--- src/hw/rtl/hill_pkg.sv ---
// shared types, constants and modulo-26 helpers for the hill cipher block
package hill_pkg;

    localparam int LETTER_W = 5;
    localparam int INDEX_W  = 3;

    localparam logic [LETTER_W-1:0] MODULUS    = 5'd26;
    localparam logic [LETTER_W-1:0] PAD_LETTER = 5'd23;

    // configuration register indexes
    typedef enum logic [INDEX_W-1:0] {
        REG_KEY_R0C0 = 3'd0,
        REG_KEY_R0C1 = 3'd1,
        REG_KEY_R1C0 = 3'd2,
        REG_KEY_R1C1 = 3'd3,
        REG_MODE     = 3'd4
    } reg_index_t;

    // operand sets of the shared multiply-accumulate unit
    typedef enum logic [2:0] {
        OP_NONE  = 3'd0,
        OP_DET   = 3'd1,
        OP_ROW0  = 3'd2,
        OP_ROW1  = 3'd3,
        OP_SCALE = 3'd4
    } op_t;

    // source of an emitted result item
    typedef enum logic [1:0] {
        EMIT_MAC    = 2'd0,
        EMIT_SCALED = 2'd1,
        EMIT_LONE   = 2'd2
    } emit_t;

    // controller to datapath commands
    typedef struct packed {
        logic  load_first;
        logic  load_second;
        logic  load_pad;
        op_t   op;
        logic  latch_det;
        logic  latch_t;
        logic  emit;
        emit_t emit_kind;
        logic  emit_last;
    } cmd_t;

    // datapath to controller status
    typedef struct packed {
        logic decrypt;
        logic out_free;
    } status_t;

    // inverse lookup result
    typedef struct packed {
        logic                ok;
        logic [LETTER_W-1:0] value;
    } inv_t;

    // reduce a 5-bit value into 0..25
    function automatic logic [LETTER_W-1:0] reduce26(input logic [LETTER_W-1:0] v);
        logic [LETTER_W-1:0] r;
        r = (v >= MODULUS) ? (v - MODULUS) : v;
        return r;
    endfunction

    // modulo 26 of an 11-bit sum by reciprocal multiply and one correction
    function automatic logic [LETTER_W-1:0] mod26_sum(input logic [10:0] x);
        logic [22:0] prod;
        logic [6:0]  q;
        logic [10:0] qm;
        logic [10:0] r;
        prod = 23'(x) * 23'd2521;
        q    = prod[22:16];
        qm   = 11'(q) * 11'd26;
        r    = x - qm;
        if (r >= 11'd26)
        begin
            r = r - 11'd26;
        end
        return r[LETTER_W-1:0];
    endfunction

    // multiplicative inverse modulo 26, ok low when none exists
    function automatic inv_t inv26(input logic [LETTER_W-1:0] d);
        inv_t res;
        res.ok = 1'b1;
        case (d)
            5'd1:    res.value = 5'd1;
            5'd3:    res.value = 5'd9;
            5'd5:    res.value = 5'd21;
            5'd7:    res.value = 5'd15;
            5'd9:    res.value = 5'd3;
            5'd11:   res.value = 5'd19;
            5'd15:   res.value = 5'd7;
            5'd17:   res.value = 5'd23;
            5'd19:   res.value = 5'd11;
            5'd21:   res.value = 5'd5;
            5'd23:   res.value = 5'd17;
            5'd25:   res.value = 5'd25;
            default:
            begin
                res.ok    = 1'b0;
                res.value = 5'd0;
            end
        endcase
        return res;
    endfunction

endpackage

--- src/hw/rtl/hill_ctrl.sv ---
// controller state machine: pairing of letters and sequencing of the datapath
module hill_ctrl
    import hill_pkg::*;
(
    input  logic    clk,
    input  logic    rst_n,
    input  logic    in_valid,
    input  logic    end_of_message,
    output logic    in_stall,
    input  status_t status,
    output cmd_t    cmd
);

    typedef enum logic [6:0] {
        S_IDLE = 7'b0000001,
        S_DET  = 7'b0000010,
        S_ROW0 = 7'b0000100,
        S_SCL0 = 7'b0001000,
        S_ROW1 = 7'b0010000,
        S_SCL1 = 7'b0100000,
        S_LONE = 7'b1000000
    } state_t;

    state_t state_reg;
    state_t state_next;
    logic   holding_reg;
    logic   holding_next;

    // items are taken only between pairs
    assign in_stall = (state_reg != S_IDLE);

    // state and holding registers
    always_ff @(posedge clk or negedge rst_n)
    begin
        if (!rst_n)
        begin
            state_reg   <= S_IDLE;
            holding_reg <= 1'b0;
        end
        else
        begin
            state_reg   <= state_next;
            holding_reg <= holding_next;
        end
    end

    // next state and commands
    always_comb
    begin
        state_next   = state_reg;
        holding_next = holding_reg;
        cmd          = '0;
        cmd.op       = OP_NONE;
        cmd.emit_kind = EMIT_MAC;
        case (state_reg)
            S_IDLE:
            begin
                if (in_valid)
                begin
                    if (holding_reg)
                    begin
                        cmd.load_second = 1'b1;
                        holding_next    = 1'b0;
                        state_next      = status.decrypt ? S_DET : S_ROW0;
                    end
                    else if (!end_of_message)
                    begin
                        cmd.load_first = 1'b1;
                        holding_next   = 1'b1;
                    end
                    else if (status.decrypt)
                    begin
                        cmd.load_first = 1'b1;
                        state_next     = S_LONE;
                    end
                    else
                    begin
                        cmd.load_first = 1'b1;
                        cmd.load_pad   = 1'b1;
                        state_next     = S_ROW0;
                    end
                end
            end
            S_DET:
            begin
                cmd.op        = OP_DET;
                cmd.latch_det = 1'b1;
                state_next    = S_ROW0;
            end
            S_ROW0:
            begin
                cmd.op = OP_ROW0;
                if (status.decrypt)
                begin
                    cmd.latch_t = 1'b1;
                    state_next  = S_SCL0;
                end
                else if (status.out_free)
                begin
                    cmd.emit      = 1'b1;
                    cmd.emit_kind = EMIT_MAC;
                    state_next    = S_ROW1;
                end
            end
            S_SCL0:
            begin
                cmd.op = OP_SCALE;
                if (status.out_free)
                begin
                    cmd.emit      = 1'b1;
                    cmd.emit_kind = EMIT_SCALED;
                    state_next    = S_ROW1;
                end
            end
            S_ROW1:
            begin
                cmd.op = OP_ROW1;
                if (status.decrypt)
                begin
                    cmd.latch_t = 1'b1;
                    state_next  = S_SCL1;
                end
                else if (status.out_free)
                begin
                    cmd.emit      = 1'b1;
                    cmd.emit_kind = EMIT_MAC;
                    cmd.emit_last = 1'b1;
                    state_next    = S_IDLE;
                end
            end
            S_SCL1:
            begin
                cmd.op = OP_SCALE;
                if (status.out_free)
                begin
                    cmd.emit      = 1'b1;
                    cmd.emit_kind = EMIT_SCALED;
                    cmd.emit_last = 1'b1;
                    state_next    = S_IDLE;
                end
            end
            S_LONE:
            begin
                if (status.out_free)
                begin
                    cmd.emit      = 1'b1;
                    cmd.emit_kind = EMIT_LONE;
                    cmd.emit_last = 1'b1;
                    state_next    = S_IDLE;
                end
            end
            default:
            begin
                state_next = S_IDLE;
            end
        endcase
    end

endmodule

--- src/hw/rtl/hill_dp.sv ---
// datapath: key registers, letter pair, shared modulo-26 mac and output register
module hill_dp
    import hill_pkg::*;
(
    input  logic                clk,
    input  logic                rst_n,
    input  logic                write_enable,
    input  logic [INDEX_W-1:0]  write_index,
    input  logic [LETTER_W-1:0] write_data,
    input  logic [LETTER_W-1:0] letter,
    input  cmd_t                cmd,
    output status_t             status,
    input  logic                out_stall,
    output logic                out_valid,
    output logic [LETTER_W-1:0] out_letter,
    output logic                last_of_run,
    output logic                error
);

    logic [LETTER_W-1:0] k00_reg;
    logic [LETTER_W-1:0] k01_reg;
    logic [LETTER_W-1:0] k10_reg;
    logic [LETTER_W-1:0] k11_reg;
    logic                mode_reg;
    logic [LETTER_W-1:0] p0_reg;
    logic [LETTER_W-1:0] p1_reg;
    logic [LETTER_W-1:0] det_reg;
    logic [LETTER_W-1:0] t_reg;
    logic                out_valid_reg;
    logic                out_valid_next;
    logic [LETTER_W-1:0] out_letter_reg;
    logic                out_last_reg;
    logic                out_error_reg;

    logic [LETTER_W-1:0] letter_mod;
    logic [LETTER_W-1:0] neg_k01;
    logic [LETTER_W-1:0] neg_k10;
    inv_t                dinv;
    logic [LETTER_W-1:0] x0;
    logic [LETTER_W-1:0] y0;
    logic [LETTER_W-1:0] x1;
    logic [LETTER_W-1:0] y1;
    logic [9:0]          prod0;
    logic [9:0]          prod1;
    logic [10:0]         mac_sum;
    logic [LETTER_W-1:0] mac_res;

    assign letter_mod = reduce26(letter);
    assign neg_k01    = MODULUS - k01_reg;
    assign neg_k10    = MODULUS - k10_reg;
    assign dinv       = inv26(det_reg);

    assign status.decrypt  = mode_reg;
    assign status.out_free = !out_valid_reg || !out_stall;

    // configuration registers, key entries stored reduced
    always_ff @(posedge clk or negedge rst_n)
    begin
        if (!rst_n)
        begin
            k00_reg  <= 5'd1;
            k01_reg  <= 5'd0;
            k10_reg  <= 5'd0;
            k11_reg  <= 5'd1;
            mode_reg <= 1'b0;
        end
        else if (write_enable)
        begin
            case (write_index)
                REG_KEY_R0C0: k00_reg  <= reduce26(write_data);
                REG_KEY_R0C1: k01_reg  <= reduce26(write_data);
                REG_KEY_R1C0: k10_reg  <= reduce26(write_data);
                REG_KEY_R1C1: k11_reg  <= reduce26(write_data);
                REG_MODE:     mode_reg <= write_data[0];
                default:      ;
            endcase
        end
    end

    // mac operand selection; decrypt rows use the adjugate, scaled later
    always_comb
    begin
        x0 = '0;
        y0 = '0;
        x1 = '0;
        y1 = '0;
        case (cmd.op)
            OP_DET:
            begin
                x0 = k00_reg;
                y0 = k11_reg;
                x1 = neg_k01;
                y1 = k10_reg;
            end
            OP_ROW0:
            begin
                x0 = mode_reg ? k11_reg : k00_reg;
                y0 = p0_reg;
                x1 = mode_reg ? neg_k01 : k01_reg;
                y1 = p1_reg;
            end
            OP_ROW1:
            begin
                x0 = mode_reg ? neg_k10 : k10_reg;
                y0 = p0_reg;
                x1 = mode_reg ? k00_reg : k11_reg;
                y1 = p1_reg;
            end
            OP_SCALE:
            begin
                x0 = dinv.value;
                y0 = t_reg;
            end
            default:
            begin
                x0 = '0;
            end
        endcase
    end

    // shared multiply-accumulate and reduction
    assign prod0   = 10'(x0) * 10'(y0);
    assign prod1   = 10'(x1) * 10'(y1);
    assign mac_sum = 11'(prod0) + 11'(prod1);
    assign mac_res = mod26_sum(mac_sum);

    // letter pair and intermediate results
    always_ff @(posedge clk)
    begin
        if (cmd.load_first)
        begin
            p0_reg <= letter_mod;
        end
        if (cmd.load_second || cmd.load_pad)
        begin
            p1_reg <= cmd.load_pad ? PAD_LETTER : letter_mod;
        end
        if (cmd.latch_det)
        begin
            det_reg <= mac_res;
        end
        if (cmd.latch_t)
        begin
            t_reg <= mac_res;
        end
    end

    // output valid
    always_comb
    begin
        out_valid_next = out_valid_reg;
        if (cmd.emit)
        begin
            out_valid_next = 1'b1;
        end
        else if (!out_stall)
        begin
            out_valid_next = 1'b0;
        end
    end

    always_ff @(posedge clk or negedge rst_n)
    begin
        if (!rst_n)
        begin
            out_valid_reg <= 1'b0;
        end
        else
        begin
            out_valid_reg <= out_valid_next;
        end
    end

    // output payload
    always_ff @(posedge clk)
    begin
        if (cmd.emit)
        begin
            out_last_reg <= cmd.emit_last;
            case (cmd.emit_kind)
                EMIT_MAC:
                begin
                    out_letter_reg <= mac_res;
                    out_error_reg  <= 1'b0;
                end
                EMIT_SCALED:
                begin
                    out_letter_reg <= dinv.ok ? mac_res : 5'd0;
                    out_error_reg  <= !dinv.ok;
                end
                EMIT_LONE:
                begin
                    out_letter_reg <= p0_reg;
                    out_error_reg  <= 1'b1;
                end
                default:
                begin
                    out_letter_reg <= 5'd0;
                    out_error_reg  <= 1'b1;
                end
            endcase
        end
    end

    assign out_valid   = out_valid_reg;
    assign out_letter  = out_letter_reg;
    assign last_of_run = out_last_reg;
    assign error       = out_error_reg;

endmodule

--- src/hw/rtl/hill_cipher_2x2_mod26.sv ---
// top level of the 2x2 modulo-26 hill cipher block
//
// Input channel (in_valid/in_stall) takes one letter index per item, with
// end_of_message on the final letter. Letters are paired; a pair yields two
// result items on the output channel (out_valid/out_stall), the second with
// last_of_run set. An odd final letter is padded with X when encrypting, or
// returned alone with error set when decrypting. Keys with no inverse give
// zero letters flagged with error when decrypting.
// Configuration: write_enable, write_index, write_data; write only while idle.
// Sequence: the first letter of a pair is only stored. After the second letter
// the shared multiply-accumulate unit runs one row step per result when
// encrypting, and when decrypting the determinant, then two row and scale
// steps. Each result is registered and shows on the port in the cycle after
// it is computed. Input is stalled while a pair is being worked on; a stalled
// output holds the machine in its emitting step. A new item is taken while the
// last result still waits in the output register.
// Reset restores the identity key, encrypt mode and an empty pair.
module hill_cipher_2x2_mod26
    import hill_pkg::*;
(
    input  logic                clk,
    input  logic                rst_n,
    input  logic                write_enable,
    input  logic [INDEX_W-1:0]  write_index,
    input  logic [LETTER_W-1:0] write_data,
    input  logic                in_valid,
    output logic                in_stall,
    input  logic [LETTER_W-1:0] letter,
    input  logic                end_of_message,
    output logic                out_valid,
    input  logic                out_stall,
    output logic [LETTER_W-1:0] out_letter,
    output logic                last_of_run,
    output logic                error
);

    cmd_t    cmd;
    status_t status;

    // sequencing
    hill_ctrl u_ctrl (
        .clk            (clk),
        .rst_n          (rst_n),
        .in_valid       (in_valid),
        .end_of_message (end_of_message),
        .in_stall       (in_stall),
        .status         (status),
        .cmd            (cmd)
    );

    // arithmetic and storage
    hill_dp u_dp (
        .clk          (clk),
        .rst_n        (rst_n),
        .write_enable (write_enable),
        .write_index  (write_index),
        .write_data   (write_data),
        .letter       (letter),
        .cmd          (cmd),
        .status       (status),
        .out_stall    (out_stall),
        .out_valid    (out_valid),
        .out_letter   (out_letter),
        .last_of_run  (last_of_run),
        .error        (error)
    );

endmodule

--- config.mk ---
export PLATFORM = sky130hd
export DESIGN_NAME = hill_cipher_2x2_mod26
export DESIGN_NICKNAME = d
export VERILOG_FILES = /design/src/hw/rtl/hill_pkg.sv /design/src/hw/rtl/hill_ctrl.sv /design/src/hw/rtl/hill_dp.sv /design/src/hw/rtl/hill_cipher_2x2_mod26.sv
export SDC_FILE = /design/constraint.sdc
export NUM_CORES = 1
export LEC_CHECK = 0
export BUFFER_PORTS_ARGS = -buffer_cell sky130_fd_sc_hd__buf_2
export CORE_UTILIZATION = 40
export CTS_CLUSTER_SIZE = 40
export DETAILED_ROUTE_END_ITERATION = 12
export PLACE_DENSITY = 0.58
export SETUP_SLACK_MARGIN = 0.05
export SLEW_MARGIN = 20
export SYNTH_ARGS = -nofsm -noshare
export SYNTH_HDL_FRONTEND = slang
export SYNTH_SLANG_ARGS = --single-unit
--- constraint.sdc ---
create_clock -name clk -period 36.3 [get_ports clk]
set_clock_uncertainty 0.1 [all_clocks]
set_input_delay 7.26 -clock clk [delete_from_list [all_inputs] [get_ports clk]]
set_output_delay 7.26 -clock clk [all_outputs]
set_load 0.02 [all_outputs]
-- Yosys cells after proc, flatten, opt, wreduce, memory -nomap -nowiden
Cells that the tools add are included.
- register bits after elaboration: 57
- input port bits: 19
- output and inout port bits: 9
- word-level logic and storage cells: 131
- add/sub/neg operators: 7
- multiply operators: 4
- order comparisons: 3
- eq/ne operators: 33
- multiplexer cells: 50
- reduce and logical (&&, ||, !) cells: 19
- operator list (operator ; count):
    5-bit one-hot mux with 12 select lines ; 1
    7-bit two-way mux ; 8
    5-bit one-hot mux with 3 select lines ; 3
    7-bit one-hot mux with 6 select lines ; 1
    5-bit two-way mux ; 8
    5-bit equality test, second input constant ; 5
    11-bit by 12-bit multiplier with 23-bit output, second input constant ; 1
    5-bit by 5-bit multiplier with 10-bit output ; 2
    5-bit one-hot mux with 4 select lines ; 1
    3-bit two-way mux ; 6
    4-bit two-way mux ; 4
    5-bit by 4-bit equality test with 1-bit output, second input constant ; 3
    3-bit one-hot mux with 5 select lines ; 1
    5-bit subtractor, second input constant ; 3
    2-bit AND reduction ; 7
    1-bit two-way mux ; 13
    3-bit by 2-bit equality test with 1-bit output, second input constant ; 4
    3-bit one-hot mux with 4 select lines ; 1
    12-bit OR reduction ; 1
    10-bit by 10-bit adder with 11-bit output ; 1
    11-bit by 5-bit >= comparator with 1-bit output, second input constant ; 1
    11-bit subtractor ; 1
    5-bit by 3-bit equality test with 1-bit output, second input constant ; 2
    5-bit >= comparator, second input constant ; 2
    27 further kinds ; 36

-- Longest topological paths before layout
- depth after elaboration: 15
- gate-level depth with buffers: 59
- depth with buffers taken out: 57

-- Hierarchy
Synthesis repeated with hierarchy kept, for this count alone.
- cells, all modules: 937
- area, all modules: 8351.8 µm²
- by module, submodules not included (module ; instances ; cells each ; area each (µm²) ; seq. area each (µm²)):
    hill_dp ; 1 ; 861 ; 7708.6 ; 1363.8
    hill_ctrl ; 1 ; 76 ; 643.1 ; 201.4

-- Worst setup path after synthesis
No wires, ideal clock.
- path type: register -> register
- from: reg u_ctrl.state_reg[4]
- to: reg u_dp.out_letter_reg[4], in the netlist u_dp.out_letter[4] (data pin)
- setup time: 0.256 ns
- arrival time: 13.482 ns
- required time: 35.944 ns
- setup slack: 22.461 ns
- stages on the path, launching flop included: 52
- path buffers: 2
- period minus slack after synthesis: 13.839 ns
- cell sequence: dfrtp_1 clkbuf_1 nor3_1 nand4b_1 inv_1 clkbuf_1 o21ai_0 o21a_1 or2_2 fa_1 fa_1 inv_1 fa_1 fa_1 inv_1 fa_1 inv_1 ha_1 [16 not listed] a21oi_1 o221ai_1 a21o_1 xor2_1 ha_1 inv_1 fa_1 fa_1 ha_1 o2111a_1 nor2_1 a211o_1 o21bai_1 a31oi_2 xnor3_1 a221o_2 xnor2_2 a22o_1
- longest elaborated chain between the ends: 15
- elaborated cells between the ends (all ways): 32
- classes of those cells: add/sub (3); mul (4); order compare (1); eq/ne (12); mux (9); reduce/logical (3)
- ends and longest elaborated chain (element ; RTL line ; RTL):
    start, declared ; hill_ctrl.sv:24 ; state_t state_reg;
    start signal, assigned ; hill_ctrl.sv:42 ; state_reg <= state_next;
    7-bit by 4-bit equality test with 1-bit output / 7-bit by 6-bit equality test with 1-bit output (equally long branches) ; hill_ctrl.sv:55 ; case (state_reg)
    2-bit OR reduction (no line) ; - ;
    3-bit one-hot mux with 4 select lines * ; hill_ctrl.sv:55 ;
    3-bit by 2-bit equality test with 1-bit output ; hill_dp.sv:87 ; case (cmd.op)
    2-bit OR reduction (no line) ; - ;
    5-bit one-hot mux with 3 select lines / 5-bit one-hot mux with 2 select lines (equally long branches) ; hill_dp.sv:87 ;
    5-bit by 5-bit multiplier with 10-bit output, on equally long branches ; hill_dp.sv:122, hill_dp.sv:123 ;
    10-bit by 10-bit adder with 11-bit output * ; hill_dp.sv:124 ; assign mac_sum = 11'(prod0) + 11'(prod1);
    11-bit by 12-bit multiplier with 23-bit output ; hill_pkg.sv:73 ; prod = 23'(x) * 23'd2521;
    7-bit by 4-bit multiplier with 10-bit output ; hill_pkg.sv:75 ; qm = 11'(q) * 11'd26;
    11-bit subtractor * ; hill_pkg.sv:76 ; r = x - qm;
    11-bit by 5-bit >= comparator with 1-bit output / 5-bit subtractor (equally long branches) ; hill_pkg.sv:77, hill_pkg.sv:79 ;
    5-bit two-way mux * ; hill_pkg.sv:77 ; if (r >= 11'd26)
    named net u_dp.mac_res[4] ; hill_dp.sv:46 ; logic [LETTER_W-1:0] mac_res;
    5-bit two-way mux ; hill_dp.sv:188 ; out_letter_reg <= dinv.ok ? mac_res : 5'd0;
    5-bit one-hot mux with 3 select lines * ; hill_dp.sv:180 ; case (cmd.emit_kind)
    end signal, assigned ; hill_dp.sv:183 ; out_letter_reg <= mac_res;
    end signal, assigned ; hill_dp.sv:188 ;
    end signal, assigned ; hill_dp.sv:193 ; out_letter_reg <= p0_reg;
    end, declared ; hill_dp.sv:31 ; logic [LETTER_W-1:0] out_letter_reg;
The timed path passes the listed nets; every way through them passes the cells marked *.
A chain may end at the register's enable or synchronous reset.

-- Worst setup path in the final report
Ends and elaborated chain as after synthesis.

==> summary.md <==
| Metric | Value |
|---|---|
| Chip Height | ~140 µm |
| Cells after Synth | about 840 |
| Fin crit share | roughly 42% |
| Critical Path AT | ~15 ns |
| Cell area after synthesis | around 7800 µm² |
| Main synth FF type | edfxtp_1 |
| Setup violations, final | 0 |
| Final core occ | 45.20% |
| Unrepaired setup endpoints after global routing | no |
| ANT cells | 0 |
| Max incr delay on CP | slightly above 0.6 ns |
| Maximum vdd drop | 0.03362 mV |
| Initial antenna violation count | 0 |
| Met1 Track Usage GR | between 20% and 30% |
| Clk buf depth | 2 |
| GR Overflow Total | 0 |
| # resized after CTS | 0 |
| Slew Limit Fails | 0 |
| Most Used Layer, Global Route | met2 |
| Fmax | 65.24 MHz |
| CP Launch Type | flop |
| Setup ws final | between 20 and 25 ns |
| GPL Wtd Cong | about 0.84 |
| Initial Util | between 40% and 50% |
| Drt drc | 0 |
| Number of I/O pins | 28 |
| Flops & latches, synth | 57 |
| Die Area | between 15000 and 20000 µm² |
| Ys Warns | 0 |
| Syn avg cell area | 9.292 µm² |
| Placed insts | about 1100 |
| Number of max-cap violations | 0 |
| Clock root cell | clkbuf_16 |
| Worst hold slack | approximately 0.47 ns |
| Synth cell types | 67 |
| Vias | 5762 |
| Drt pass-1 iters | 7 |
| H-tree depth | 3 |
| First-pass GRT wire length | 29.00 mm |
| Post-Layout Cell Count | around 1100 |
| 1st-iter DRT viols | slightly below 300 |
| Inserted Clock Buffers | 9 |
| Worst Max-Slew Pin Slew | roughly 0.94 ns |
| Outcome | finished clean |
| CP max-delay cell | xnor2_1 |
| Worst hold path class | flop to flop |
| Post-DP Area | just over 8000 µm² |
| Synth area leader | ha_1 |
| Max reg flops | 7 |
| Met3 GRT Util | under 10% |
| Num rows | 50 |
| Vias per cell | slightly above 5 |
| Pwr dens | roughly 44 nW/µm² |
| CTS tree | built |
| Vias in the first global route | approximately 5800 |
| Most used cell along the critical path | fa_1 |
| Num Clock Sinks | 57 |
| Synthesized Nets | between 1000 and 1500 |
| CP Capture Type | flop |
| Total power | about 0.37 mW |
| Largest net degree at the start of global routing | 32 |
| Routed Antenna Nets | 0 |
| Setup CP Type | flop to flop |
| Setup repair bufs after CTS | 0 |
| Area grow syn2layout | 9.692% |
| Die extent in x | around 140 µm |
| Final worst path period need | ~15 ns |
| Static leakage | roughly 4.3 nW |
| Hold Buf Count CTS | 0 |
| Yosys top cell area share | around 20% |
| Gr usage total | a little under a fifth |
| Synth top area cells | ha_1, fa_1, edfxtp_1 |
| Max_slew headroom | between 30% and 40% |
| Hold Vio Cnt, Final | 0 |
| Post-layout nets | around 1100 |
| Finished Cell Area | ~8500 µm² |
| CTS clk-pin slew, worst paths | 0.05 ns |
| Sequential area share after synthesis | 20.17% |
| Routed WL | between 15 and 20 mm |
| Core box area | 18830 µm² |
| Fin Setup TNS | 0 ns |
| Place WS | around 21 ns |
| Post-synth EDFFs | 27 |
| Port Buffer Count | 27 |
| Worst-Skew Late Latency | 0.32 ns |
| Wirelength per Cell | between 15 and 20 µm |
| Met2 GRT Util | between 20% and 30% |
| Critical path fanouts, max | 18 |
| Post-DP HPWL | roughly 14 mm |
| Ys async rst share | 52.63% |
| Crit path required time | between 30 and 40 ns |
| Layout cells sized above 1 | between 7 and 8% |
-- power breakdown --
part           switching (mW)  internal [mW]
Clock                  0.0276         0.0592
Sequential             0.0145         0.0950
Combinational           0.104         0.0736
-- worst max-delay path: cells and delay by family, from the launching register on --
kind	cells	cell delay, ns
simple gates	7	1.56
buf+inv	7	0.82
xor+xnor	4	1.49
compound gates	16	3.48
flops	1	0.45
fa+ha+maj	16	7.17
-- cell families (layout without fill, tap and decap cells) --
kind of cell / Yosys count / in the layout / share of synthesized area, %
xor gates and xnor gates: 44 / 44 / 5.515
and+or+nand+nor: 212 / 212 / 13.09
buffers and inverters: 149 / 183 / 7.208
muxes: 9 / 9 / 1.258
DFF: 57 / 57 / 20.17
adders and majority gates: 196 / 196 / 38.28
AOI/OAI and AO/OA: 168 / 168 / 14.47
-- layer usage --
layer	wire length, µm	vias to the layer above
li1	-	2928
met1	8466	2732
met2	7728	93
met3	646	9
met4	110	0
met5	0	-
-- cells in the final DEF (no fill, tap or decap), drive strengths merged, types with 13 or more instances in the layout --
| cell type | Yosys | routed |
|---|---|---|
| nor2 | 70 | 70 |
| nand2 | 60 | 60 |
| dfrtp | 27 | 27 |
| inv | 136 | 136 |
| xnor2 | 33 | 33 |
| a21oi | 38 | 38 |
| nand2b | 13 | 13 |
| edfxtp | 27 | 27 |
| ha | 127 | 127 |
| o21ai | 46 | 46 |
| buf | 1 | 31 |
| fa | 69 | 69 |
-- final timing paths --
path | to | depth (start not counted) | from | slack [ns]
min in group asynchronous | u_ctrl.state_reg[1]$_DFFE_PN0P_ | 1 | rst_n | 6.88
min | u_dp.k00_reg[2]$_DFFE_PN0P_ | 2 | u_dp.k00_reg[2]$_DFFE_PN0P_ | 0.47
max reg2reg | u_dp.out_letter[4]$_DFFE_PP_ | 50 | u_ctrl.state_reg[4]$_DFFE_PN0P_ | 20.97
max | u_dp.out_letter[4]$_DFFE_PP_ | 50 | u_ctrl.state_reg[4]$_DFFE_PN0P_ | 20.97
min reg2reg | u_dp.k00_reg[2]$_DFFE_PN0P_ | 2 | u_dp.k00_reg[2]$_DFFE_PN0P_ | 0.47
max in group asynchronous | u_dp.k11_reg[3]$_DFFE_PN0P_ | 1 | rst_n | 28.76
-- cell type report --
type | instances | area [µm²]
clock inverters | 7 | 85.08
flip-flops and latches | 57 | 1565
repair buffers | 31 | 165.2
well taps | 260 | 325.3
clock buffers | 9 | 225.2
inverters | 136 | 510.5
multi-input cells | 629 | 5634
fillers | 1816 | 10320
-- synthesized netlist by cell type, types with 6 or more instances --
| cell type | count |
|---|---|
| nand2_1 | 60 |
| and2_1 | 10 |
| a21o_1 | 10 |
| nand2b_1 | 13 |
| a21oi_1 | 38 |
| nand3_1 | 10 |
| nor3_1 | 8 |
| a211oi_1 | 7 |
| ha_1 | 127 |
| a22oi_1 | 8 |
| xnor2_1 | 31 |
| edfxtp_1 | 27 |
| fa_1 | 69 |
| o21ai_0 | 41 |
| o21a_1 | 6 |
| clkbuf_1 | 12 |
| nand3b_1 | 6 |
| inv_1 | 136 |
| xor2_1 | 9 |
| mux2_2 | 6 |
| nor2b_1 | 7 |
| dfrtp_1 | 27 |
| nor2_1 | 70 |
(Power assumes the default switching activity.)
